==> src/design/lru_key_value_cache_assert.svh <==
// ----------------------------------------------------------------------------
// lru key-value cache assertion macros
// shared property wrappers clocked on clk_i and disabled while in reset
// ----------------------------------------------------------------------------
`ifndef LRU_KEY_VALUE_CACHE_ASSERT_SVH
`define LRU_KEY_VALUE_CACHE_ASSERT_SVH

// same-cycle implication
`define LKVC_ASSERT_IMPL(label, ante, cons) \
  label: assert property (@(posedge clk_i) disable iff (!rst_ni) (ante) |-> (cons)) \
    else $error("lru cache check failed");

// next-cycle implication
`define LKVC_ASSERT_NEXT(label, ante, cons) \
  label: assert property (@(posedge clk_i) disable iff (!rst_ni) (ante) |=> (cons)) \
    else $error("lru cache check failed");

`endif

==> src/design/lkvc_pkg.sv <==
// ----------------------------------------------------------------------------
// lkvc_pkg
// item types, cell control bundle and constants of the lru key-value cache
// ----------------------------------------------------------------------------
`default_nettype none

package lkvc_pkg;

  localparam int unsigned CapW = 5;
  localparam logic [CapW-1:0] CapReset = 5'd16;

  localparam logic FuncGet = 1'b0;
  localparam logic FuncPut = 1'b1;

  // input item
  typedef struct packed {
    logic               func;
    logic signed [31:0] key;
    logic signed [31:0] value;
  } lkvc_in_t;

  // result item
  typedef struct packed {
    logic               found;
    logic signed [31:0] read_value;
    logic               evicted;
    logic signed [31:0] evicted_key;
  } lkvc_out_t;

  // per-cell control from the sequencer
  typedef struct packed {
    logic cmp_en;      // latch key compare
    logic upd_en;      // apply recency update
    logic live;        // slot index below entry count
    logic is_tail;     // slot receives the new most recent entry
    logic below_tail;  // slot may take its upper neighbor
    logic shift_all;   // eviction: every slot below tail shifts
  } lkvc_ctrl_t;

endpackage

`default_nettype wire

==> src/design/lkvc_cell.sv <==
// ----------------------------------------------------------------------------
// lkvc_cell
// one slot of the recency chain: holds a key/value pair, compares the key and
// takes its upper neighbor's pair when the chain closes a gap
// ----------------------------------------------------------------------------
`default_nettype none

module lkvc_cell (
  input  wire logic               clk_i,
  input  wire logic               rst_ni,
  input  wire lkvc_pkg::lkvc_ctrl_t ctrl_i,
  input  wire logic [31:0]        op_key_i,
  input  wire logic [31:0]        new_key_i,
  input  wire logic [31:0]        new_value_i,
  input  wire logic [31:0]        up_key_i,
  input  wire logic [31:0]        up_value_i,
  input  wire logic               chain_i,
  output logic                    chain_o,
  output logic                    match_o,
  output logic [31:0]             key_o,
  output logic [31:0]             value_o
);
  import lkvc_pkg::*;

  logic [31:0] key_q;
  logic [31:0] value_q;
  logic        match_q;
  logic        hit_incl;

  // hit at this slot or any less recent one
  assign hit_incl = chain_i | match_q;
  assign chain_o  = hit_incl;
  assign match_o  = match_q;
  assign key_o    = key_q;
  assign value_o  = value_q;

  // compare stage result
  always_ff @(posedge clk_i or negedge rst_ni) begin
    if (!rst_ni) begin
      match_q <= 1'b0;
    end else if (ctrl_i.cmp_en) begin
      match_q <= ctrl_i.live && (key_q == op_key_i);
    end
  end

  // slot contents: load the new entry at the tail or shift down
  always_ff @(posedge clk_i) begin
    if (ctrl_i.upd_en) begin
      priority if (ctrl_i.is_tail) begin
        key_q   <= new_key_i;
        value_q <= new_value_i;
      end else if (ctrl_i.below_tail && (ctrl_i.shift_all || hit_incl)) begin
        key_q   <= up_key_i;
        value_q <= up_value_i;
      end
    end
  end

endmodule

`default_nettype wire

==> src/design/lru_key_value_cache.sv <==
// ----------------------------------------------------------------------------
// lru_key_value_cache
// fully associative key-value cache with least-recently-used replacement,
// built as a chain of slots kept in recency order (slot 0 least recent)
// ----------------------------------------------------------------------------
// sequence: item held in the operation register, key compared in the compare
//   state, chain shifted and result registered in the update state, which
//   waits on output stall; a new item is taken only in idle or on update
// reset: entry count cleared, capacity register set to 16, no slot clearing
// ----------------------------------------------------------------------------
`default_nettype none

module lru_key_value_cache #(
  parameter int unsigned MAX_ENTRIES = 16
) (
  input  wire logic                  clk_i,
  input  wire logic                  rst_ni,
  input  wire logic                  in_valid_i,
  output logic                       in_stall_o,
  input  wire lkvc_pkg::lkvc_in_t    in_data_i,
  output logic                       out_valid_o,
  input  wire logic                  out_stall_i,
  output lkvc_pkg::lkvc_out_t        out_data_o,
  input  wire logic                  cfg_valid_i,
  output logic                       cfg_ready_o,
  input  wire logic [lkvc_pkg::CapW-1:0] cfg_data_i
);
  import lkvc_pkg::*;

  `include "lru_key_value_cache_assert.svh"

  localparam int unsigned CntW = $clog2(MAX_ENTRIES + 1);
  localparam int unsigned CmpW = (CntW > CapW) ? CntW : CapW;

  localparam logic [1:0] ST_IDLE = 2'd0;
  localparam logic [1:0] ST_CMP  = 2'd1;
  localparam logic [1:0] ST_UPD  = 2'd2;

  logic [1:0]      state_q, state_d;
  logic [CntW-1:0] cnt_q, cnt_d;
  logic [CapW-1:0] cap_q;
  lkvc_in_t        op_q;
  logic            out_valid_q;
  lkvc_out_t       out_data_q;

  logic [MAX_ENTRIES-1:0] match_vec;
  logic [MAX_ENTRIES-1:0] chain_out;
  logic [31:0]            key_arr   [MAX_ENTRIES];
  logic [31:0]            value_arr [MAX_ENTRIES];

  logic            accept;
  logic            out_free;
  logic            upd_go;
  logic            hit;
  logic            is_put;
  logic            evict;
  logic            insert;
  logic [31:0]     sel_value;
  logic [31:0]     new_value;
  logic [CntW-1:0] tail;
  logic [CmpW-1:0] cap_ext;
  logic [CmpW-1:0] eff_cap;
  logic [CmpW-1:0] cnt_ext;

  // configuration port, always ready
  assign cfg_ready_o = 1'b1;

  always_ff @(posedge clk_i or negedge rst_ni) begin
    if (!rst_ni) begin
      cap_q <= CapReset;
    end else if (cfg_valid_i && cfg_ready_o) begin
      cap_q <= cfg_data_i;
    end
  end

  // handshake
  assign out_free   = !out_valid_q || !out_stall_i;
  assign upd_go     = (state_q == ST_UPD) && out_free;
  assign in_stall_o = !((state_q == ST_IDLE) || upd_go);
  assign accept     = in_valid_i && !in_stall_o;

  // sequencer
  always_comb begin
    state_d = state_q;
    unique case (state_q)
      ST_IDLE: if (accept) state_d = ST_CMP;
      ST_CMP:  state_d = ST_UPD;
      ST_UPD: begin
        if (upd_go) state_d = accept ? ST_CMP : ST_IDLE;
      end
      default: state_d = ST_IDLE;
    endcase
  end

  always_ff @(posedge clk_i or negedge rst_ni) begin
    if (!rst_ni) begin
      state_q <= ST_IDLE;
    end else begin
      state_q <= state_d;
    end
  end

  // operation register
  always_ff @(posedge clk_i) begin
    if (accept) begin
      op_q <= in_data_i;
    end
  end

  // effective capacity, clamped to one and to the slot count
  assign cap_ext = CmpW'(cap_q);
  assign cnt_ext = CmpW'(cnt_q);
  always_comb begin
    eff_cap = cap_ext;
    if (cap_ext == '0) eff_cap = CmpW'(1);
    if (cap_ext > CmpW'(MAX_ENTRIES)) eff_cap = CmpW'(MAX_ENTRIES);
  end

  // hit value select over the one-hot match vector
  always_comb begin
    sel_value = '0;
    for (int i = 0; i < MAX_ENTRIES; i++) begin
      if (match_vec[i]) sel_value = sel_value | value_arr[i];
    end
  end

  assign hit       = chain_out[MAX_ENTRIES-1];
  assign is_put    = (op_q.func == FuncPut);
  assign evict     = !hit && is_put && (cnt_ext >= eff_cap) && (cnt_q != '0);
  assign insert    = !hit && is_put && !evict;
  assign new_value = (hit && !is_put) ? sel_value : op_q.value;
  assign tail      = (hit || evict) ? cnt_q - CntW'(1) : cnt_q;

  // entry count
  always_comb begin
    cnt_d = cnt_q;
    if (upd_go && insert) cnt_d = cnt_q + CntW'(1);
  end

  always_ff @(posedge clk_i or negedge rst_ni) begin
    if (!rst_ni) begin
      cnt_q <= '0;
    end else begin
      cnt_q <= cnt_d;
    end
  end

  // slot chain
  for (genvar g = 0; g < MAX_ENTRIES; g++) begin : g_cell
    lkvc_ctrl_t  ctrl;
    logic [31:0] up_key;
    logic [31:0] up_value;
    logic        chain_in;

    assign ctrl.cmp_en     = (state_q == ST_CMP);
    assign ctrl.upd_en     = upd_go && (hit || is_put);
    assign ctrl.live       = CntW'(g) < cnt_q;
    assign ctrl.is_tail    = CntW'(g) == tail;
    assign ctrl.below_tail = CntW'(g) < tail;
    assign ctrl.shift_all  = evict;

    if (g == MAX_ENTRIES - 1) begin : g_top
      assign up_key   = '0;
      assign up_value = '0;
    end else begin : g_mid
      assign up_key   = key_arr[g+1];
      assign up_value = value_arr[g+1];
    end

    if (g == 0) begin : g_first
      assign chain_in = 1'b0;
    end else begin : g_rest
      assign chain_in = chain_out[g-1];
    end

    lkvc_cell u_cell (
      .clk_i       (clk_i),
      .rst_ni      (rst_ni),
      .ctrl_i      (ctrl),
      .op_key_i    (op_q.key),
      .new_key_i   (op_q.key),
      .new_value_i (new_value),
      .up_key_i    (up_key),
      .up_value_i  (up_value),
      .chain_i     (chain_in),
      .chain_o     (chain_out[g]),
      .match_o     (match_vec[g]),
      .key_o       (key_arr[g]),
      .value_o     (value_arr[g])
    );
  end

  // output register
  always_ff @(posedge clk_i or negedge rst_ni) begin
    if (!rst_ni) begin
      out_valid_q <= 1'b0;
    end else if (upd_go) begin
      out_valid_q <= 1'b1;
    end else if (!out_stall_i) begin
      out_valid_q <= 1'b0;
    end
  end

  always_ff @(posedge clk_i) begin
    if (upd_go) begin
      out_data_q.found       <= hit;
      out_data_q.read_value  <= hit ? new_value : '0;
      out_data_q.evicted     <= evict;
      out_data_q.evicted_key <= evict ? key_arr[0] : '0;
    end
  end

  assign out_valid_o = out_valid_q;
  assign out_data_o  = out_data_q;

  // checks
  `LKVC_ASSERT_IMPL(a_unique_match, state_q == ST_UPD, $onehot0(match_vec))
  `LKVC_ASSERT_NEXT(a_accept_to_cmp, accept, state_q == ST_CMP)
  `LKVC_ASSERT_NEXT(a_evict_keeps_count, upd_go && evict, cnt_q == $past(cnt_q))
  `LKVC_ASSERT_IMPL(a_result_from_upd, $rose(out_valid_q), $past(state_q) == ST_UPD)

endmodule

`default_nettype wire

==> config.mk <==
export PLATFORM = sky130hd
export DESIGN_NAME = lru_key_value_cache
export DESIGN_NICKNAME = d
export VERILOG_FILES = /design/src/design/lkvc_pkg.sv /design/src/design/lkvc_cell.sv /design/src/design/lru_key_value_cache.sv
export VERILOG_INCLUDE_DIRS = /design/src /design/src/design
export SDC_FILE = /design/constraint.sdc
export NUM_CORES = 2
export LEC_CHECK = 0
export BUFFER_PORTS_ARGS = -buffer_cell sky130_fd_sc_hd__buf_2
export CORE_ASPECT_RATIO = 1.2
export CORE_UTILIZATION = 55
export CTS_BUF_LIST = sky130_fd_sc_hd__clkbuf_4 sky130_fd_sc_hd__clkbuf_8
export DETAILED_ROUTE_END_ITERATION = 12
export HOLD_SLACK_MARGIN = 0.12
export MAX_ROUTING_LAYER = met4
export PLACE_DENSITY = 0.72
export SKIP_CTS_REPAIR_TIMING = 1
export SYNTH_ARGS = -nofsm -noshare
export SYNTH_HDL_FRONTEND = slang
export SYNTH_SLANG_ARGS = --single-unit
==> constraint.sdc <==
create_clock -name clk_i -period 14.8 [get_ports clk_i]
set_input_delay 1.48 -clock clk_i [delete_from_list [all_inputs] [get_ports clk_i]]
set_output_delay 1.48 -clock clk_i [all_outputs]
set_load 0.005 [all_outputs]
**Word level (Yosys, flattened, before mapping)**

Cells that the tools add are included.

- Flip-flop bits (word level): 1,184
- Input port bits: 75

- Add/sub/neg operators: 2
- Order comparisons: 34
- Equal/unequal tests: 36
- Multiplexer cells: 89
- Bitwise gates (word level): 30
- Reduce and logical (&&, ||, !) cells: 103

Operators with widths:

| cell | count |
|---|---|
| $mux 32 | 80 |
| $eq 32x32->1 | 16 |
| $or 32x32->32 | 15 |
| $lt 4x5->1 const A | 16 |
| $logic_and 1x1->1 | 41 |
| $eq 4x5->1 const A | 8 |
| $lt 3x5->1 const A | 8 |
| $reduce_and 2->1 | 17 |
| $reduce_bool 2->1 | 16 |
| $eq 3x5->1 const A | 4 |
| $lt 1x5->1 const A | 4 |
| $lt 2x5->1 const A | 4 |
| $logic_or 1x1->1 | 19 |
| $mux 5 | 3 |
| $or 1x1->1 | 15 |
| $eq 2x5->1 const A | 2 |
| $logic_not 5->1 | 2 |
| $logic_not 1->1 | 6 |
| $pmux 2 s3 | 1 |
| $add 5x1->5 const B | 1 |
| $eq 1x5->1 const A | 1 |
| $ge 5x5->1 | 1 |
| $gt 5x5->1 const B | 1 |
| $reduce_bool 5->1 | 1 |
| other kinds (8) | 12 |

**Logic depth before layout (Yosys ltp)**

- Depth after elaboration: 33
- Gate-level depth with buffers: 14
- Depth with buffers taken out: 11

**By module**

From an unflattened synthesis, not the netlist that was laid out.

- Cells, all modules: 3,804
- Area, all modules: 58,252.1 µm²

By module, submodules not included:

| module | instances | cells each | area each (µm²) |
|---|---|---|---|
| lkvc_cell | 16 | 184 | 3,089.2 |
| lru_key_value_cache | 1 | 860 | 8,824.7 |

**Worst setup path after synthesis**

Ideal clock, no wire load.

- Kind: input to register
- Start point: input port out_stall_i
- End point: register g_cell[15].u_cell.key_q[0] (enable)
- Library setup time: 0.578 ns
- Arrival time: 10.635 ns
- Data required time: 14.222 ns
- Path slack: 3.587 ns
- Stages on the path: 3
- Path buffers: 0
- Cell sequence: a21oi_1 -> o21ai_1 -> nor3b_1

- Longest elaborated chain between the ends: 5

RTL lines:

| item | RTL line | text |
|---|---|---|
| start, declared | lru_key_value_cache.sv:22 | `input wire logic out_stall_i,` |
| $logic_not 1->1 | - |  |
| $logic_or 1x1->1 | lru_key_value_cache.sv:77 | `assign out_free = !out_valid_q \|\| !out_stall_i;` |
| $logic_and 1x1->1 | lru_key_value_cache.sv:78 | `assign upd_go = (state_q == ST_UPD) && out_free;` |
| $logic_and 1x1->1 | lru_key_value_cache.sv:156 | `assign ctrl.upd_en = upd_go && (hit \|\| is_put);` |
| $reduce_and 2->1 (no line) | - |  |
| end signal, assigned | lkvc_cell.sv:50 | `key_q <= new_key_i;` |
| end signal, assigned | lkvc_cell.sv:53 | `key_q <= up_key_i;` |
| end, declared | lkvc_cell.sv:25 | `logic [31:0] key_q;` |

No other way between the ends.
A chain may end at the register's enable or synchronous reset.

**Worst setup path in the final report**

- Start point: register cnt_q[0], in the netlist cnt_ext[0]
- End point: register g_cell[10].u_cell.value_q[17] (enable)

- Longest elaborated chain between the ends: 9
- Elaborated cells between the ends (all ways): 13
- Classes of those cells: add/sub: 1; order compare: 2; eq/ne: 1; mux: 1; reduce/logical: 8

RTL lines:

| item | RTL line | text |
|---|---|---|
| start, declared | lru_key_value_cache.sv:40 | `logic [CntW-1:0] cnt_q, cnt_d;` |
| start signal, assigned | lru_key_value_cache.sv:144 | `cnt_q <= cnt_d;` |
| $ge 5x5->1 | lru_key_value_cache.sv:129 | `assign evict = !hit && is_put && (cnt_ext >= eff_cap) && (cnt_q != '0);` |
| $logic_and 1x1->1 (2 in series) | lru_key_value_cache.sv:129 |  |
| $logic_or 1x1->1 | lru_key_value_cache.sv:132 | `assign tail = (hit \|\| evict) ? cnt_q - CntW'(1) : cnt_q;` |
| $mux 5 | lru_key_value_cache.sv:132 |  |
| $lt 4x5->1 | lru_key_value_cache.sv:159 | `assign ctrl.below_tail = CntW'(g) < tail;` |
| $logic_and 1x1->1 | lkvc_cell.sv:52 | `end else if (ctrl_i.below_tail && (ctrl_i.shift_all \|\| hit_incl)) begin` |
| $reduce_bool 2->1 (no line) * | - |  |
| $reduce_and 2->1 (no line) * | - |  |
| end signal, assigned | lkvc_cell.sv:51 | `value_q <= new_value_i;` |
| end signal, assigned | lkvc_cell.sv:54 | `value_q <= up_value_i;` |
| end, declared | lkvc_cell.sv:26 | `logic [31:0] value_q;` |

Every way passes the cells marked *; elsewhere a longest branch is shown, timed or not.

==> metrics.txt <==
clock-pin slew on the worst setup and hold paths roughly 0.070 ns; Switch Pwr 2.72 mW; Critical Path End Type register; crit-path cells inv_1 -> ha_1 -> or4b_2 -> and3_1 -> a21o_1 -> a41oi_1 -> nand2_1 -> or4b_2 -> buf_4 -> o32ai_4 -> buf_4; crit path max-delay cell type buf_4; # fillers 8102; Vias 36200; top cell type by total area after synthesis edfxtp_1; mapped cell area roughly 0.059 mm2; LEAKAGE 21.4 nW; Final setup viols 0; number of DRC markers in iteration 0 4060; switching share of power 29.7%; total track usage roughly a third; #FFs+latches synth between 1000 and 1500; Synth Flop Type edfxtp_1; Max Cap Violations 0; WS Path Type register to register; fin util roughly three fifths; CP required 15.29 ns; CTS Buf Count 189; fmax approximately 0.16 GHz; GP Congestion ~0.92; Seq/Total Area, Yosys between 60 and 70%; Hold WC Path Type register to register; DR WL/cell 31.3 um; Synth Area in XOR/XNOR under 10%; fin cells 5588; post-synthesis adder-cell area fraction less than 1%; Worst-Skew Late Latency 0.91 ns; Core Footprint about 0.11 mm2; Via density between 6 and 7; layout cells sized above 1 36.4%; Syn. warnings 0; remaining antenna violation count after routing 0; H-tree depth 4; P_int approximately 6.4 mW; TritonCTS Sinks 1184; Commonest cells post-synth 1155 x edfxtp_1, 861 x mux2_2, 291 x xor2_1; # placed instances 5239; peak supply drop 0.138 mV; final hold vios 0; P&R area growth vs syn 9.65%; DP HPWL roughly 110000 um; clk buf depth 3; Max FO, Critical Path 54; unrepaired setup endpoints after global routing false; Sequential Area 0.0354 mm2; CTS tree yes; final wirelength 175000 um; multi-input logic area 0.0219 mm2; # DRC 0; top-area cell type share of the netlist area ~60%; Comb pwr share 24.2%; count leader, synth edfxtp_1; Setup TNS 0 ns; starting density of the core a little under three fifths; layout net count between 4000 and 5000; die width around 300 um; CP arrival between 6 and 7 ns; slowest cell delay on critical path between 0.8 and 0.9 ns; Slew headroom approximately an eighth; I/O pins 144; initial antenna violation count 5; worst clock skew 0.0566 ns; PortBufs approximately 140; Post-synth ARST share under 10%; first-pass GRT wire length ~250000 um; grt ovf 0; actual slew at the worst max-slew pin 1.31 ns; Tmin final about 6.2 ns; drt first pass iters 6; Slew Limit Fails 0; Mapped Cells roughly 4000; vias in the first global route ~37000; mean area per synthesized cell 14.9 um2; ranking of synthesized cells by area edfxtp_1 59%, mux2_2 16%, xor2_1 4.3%; largest family of logic cells by synthesized area multiplexers; pwr/cell area about 140 mW/mm2; Post-Synth Simple-Gate Area 5.19%; Post-Syn Nets about 4000; clock share of power 30.9%; Die Height 360 um; EDFF count, synth between 1000 and 1500; Final Cycle Share a little over two fifths; Reg power frac between 40 and 50%; Setup crit start kind register; Cell Rows about 130; die area 0.108 mm2; mux contribution to synthesized area around a fifth; post-synthesis compound-gate area fraction just under 5%; outcome completed; largest net degree at the start of global routing 67; Yosys cell types 75; R2R Setup Slk between 8 and 9 ns; clk root buf clkbuf_8
==> final timing paths <==
| check | start | to | cells after the start |
|---|---|---|---|
| worst max-delay path | cnt_ext[0]$_DFFE_PN0P_ | g_cell[10].u_cell.value_o[17]$_DFFE_PP_ | 11 |
| worst min-delay path | g_cell[9].u_cell.value_o[9]$_DFFE_PP_ | g_cell[8].u_cell.value_o[9]$_DFFE_PP_ | 1 |
| worst max register to register | cnt_ext[0]$_DFFE_PN0P_ | g_cell[10].u_cell.value_o[17]$_DFFE_PP_ | 11 |
| worst min register to register | g_cell[9].u_cell.value_o[9]$_DFFE_PP_ | g_cell[8].u_cell.value_o[9]$_DFFE_PP_ | 1 |
| max in group asynchronous | rst_ni | g_cell[11].u_cell.match_o$_DFFE_PN0N_ | 1 |
| min in group asynchronous | rst_ni | out_valid_o$_DFFE_PN0P_ | 1 |
==> power by group through the flow <==
stage	combinational [mW]	sequential, mW	clock (mW)
4_1_cts	2.19	4.12	2.85
5_1_grt	2.31	4.13	2.99
6_report	2.21	4.12	2.83
3_3_place_gp	2.14	4.19	0
3_5_place_dp	2.18	4.19	0
2_1_floorplan	1.67	4.15	0
==> worst max-delay path: cells and delay by family (launching register included) <==
kind | cells | cell delay (ns)
flip-flops | 1 | 0.54
AO/OA/AOI/OAI | 3 | 1.17
adder cells (fa/ha/maj) | 1 | 0.23
AND/OR/NAND/NOR | 4 | 2.36
buffers and inverters | 3 | 1.43
==> flip-flops by register name (all words and copies together) (netlist names) <==
register and flops:
state_q 2, g_cell.u_cell.key_o 512, g_cell.u_cell.value_o 512, op_q 64, cap_ext 5, out_data_o 66, is_put 1, cnt_ext 5
g_cell.u_cell.match_o 16, out_valid_o 1
==> stage by stage <==
stage / hold WS (ns) / total power [mW] / area [um2] / setup WS [ns]
4_1_cts: 0.533 / 9.16 / 64400 / 8.66
3_3_place_gp: 0.517 / 6.33 / 60700 / 8.77
6_report: 0.522 / 9.17 / 64400 / 8.59
5_1_grt: 0.553 / 9.43 / 64400 / 8.39
3_5_place_dp: 0.534 / 6.37 / 60700 / 8.68
2_1_floorplan: 0.481 / 5.82 / 58800 / 3.59
==> routing by layer <==
layer / share of wire [%] / GRT usage (%) / wire length (um)
met1: 37 / 39.6 / 64000
met2: 50 / 54.5 / 87000
met3: 8.4 / 5.49 / 14600
met4: 5.2 / 16.1 / 9090
met5: 0 / - / 0
==> cells by family (layout without fill, tap and decap cells) <==
family,after synthesis,count (layout)
and+or+nand+nor,519,519
adders and majority gates,8,8
xor gates and xnor gates,516,516
other,1,5
buffers and inverters,375,613
AOI/OAI and AO/OA,378,378
DFF,1184,1184
muxes,969,969
==> placed cells by master (no fill, tap or decap), types with 8 or more instances in the layout <==
cell type | netlist | final
a22oi_1 | 153 | 153
ha_1 | 8 | 8
and2_1 | 130 | 130
buf_4 | 26 | 117
a21oi_1 | 33 | 29
and3_1 | 12 | 11
buf_2 | 57 | 142
clkbuf_4 | 0 | 82
dfrtp_2 | 0 | 16
xor2_1 | 291 | 291
clkbuf_8 | 0 | 198
nand2_1 | 35 | 35
mux2_2 | 861 | 861
nand3_1 | 35 | 35
o21ai_0 | 24 | 21
mux2_1 | 74 | 74
clkinv_2 | 0 | 16
a41oi_1 | 13 | 13
inv_1 | 8 | 8
xnor2_1 | 225 | 225
edfxtp_1 | 1155 | 1155
nor4_1 | 82 | 82
nor2_1 | 71 | 68
a22o_1 | 55 | 55
clkinv_1 | 0 | 34
mux2_4 | 29 | 29
a221oi_1 | 52 | 52
dfrtp_1 | 28 | 12
nand4_1 | 94 | 94
nor3_1 | 22 | 22
==> final cells by class <==
class / instances / area share [%]
diodes: 4 / 0.0155
clock buffers: 280 / 5.18
clock inverters: 65 / 0.625
inverters: 9 / 0.0524
multi-input cells: 2391 / 34.0
flip-flops and latches: 1184 / 55.0
well taps: 1396 / 2.71
repair buffers: 259 / 2.47
Note: power is estimated with default switching activity, not from simulation.
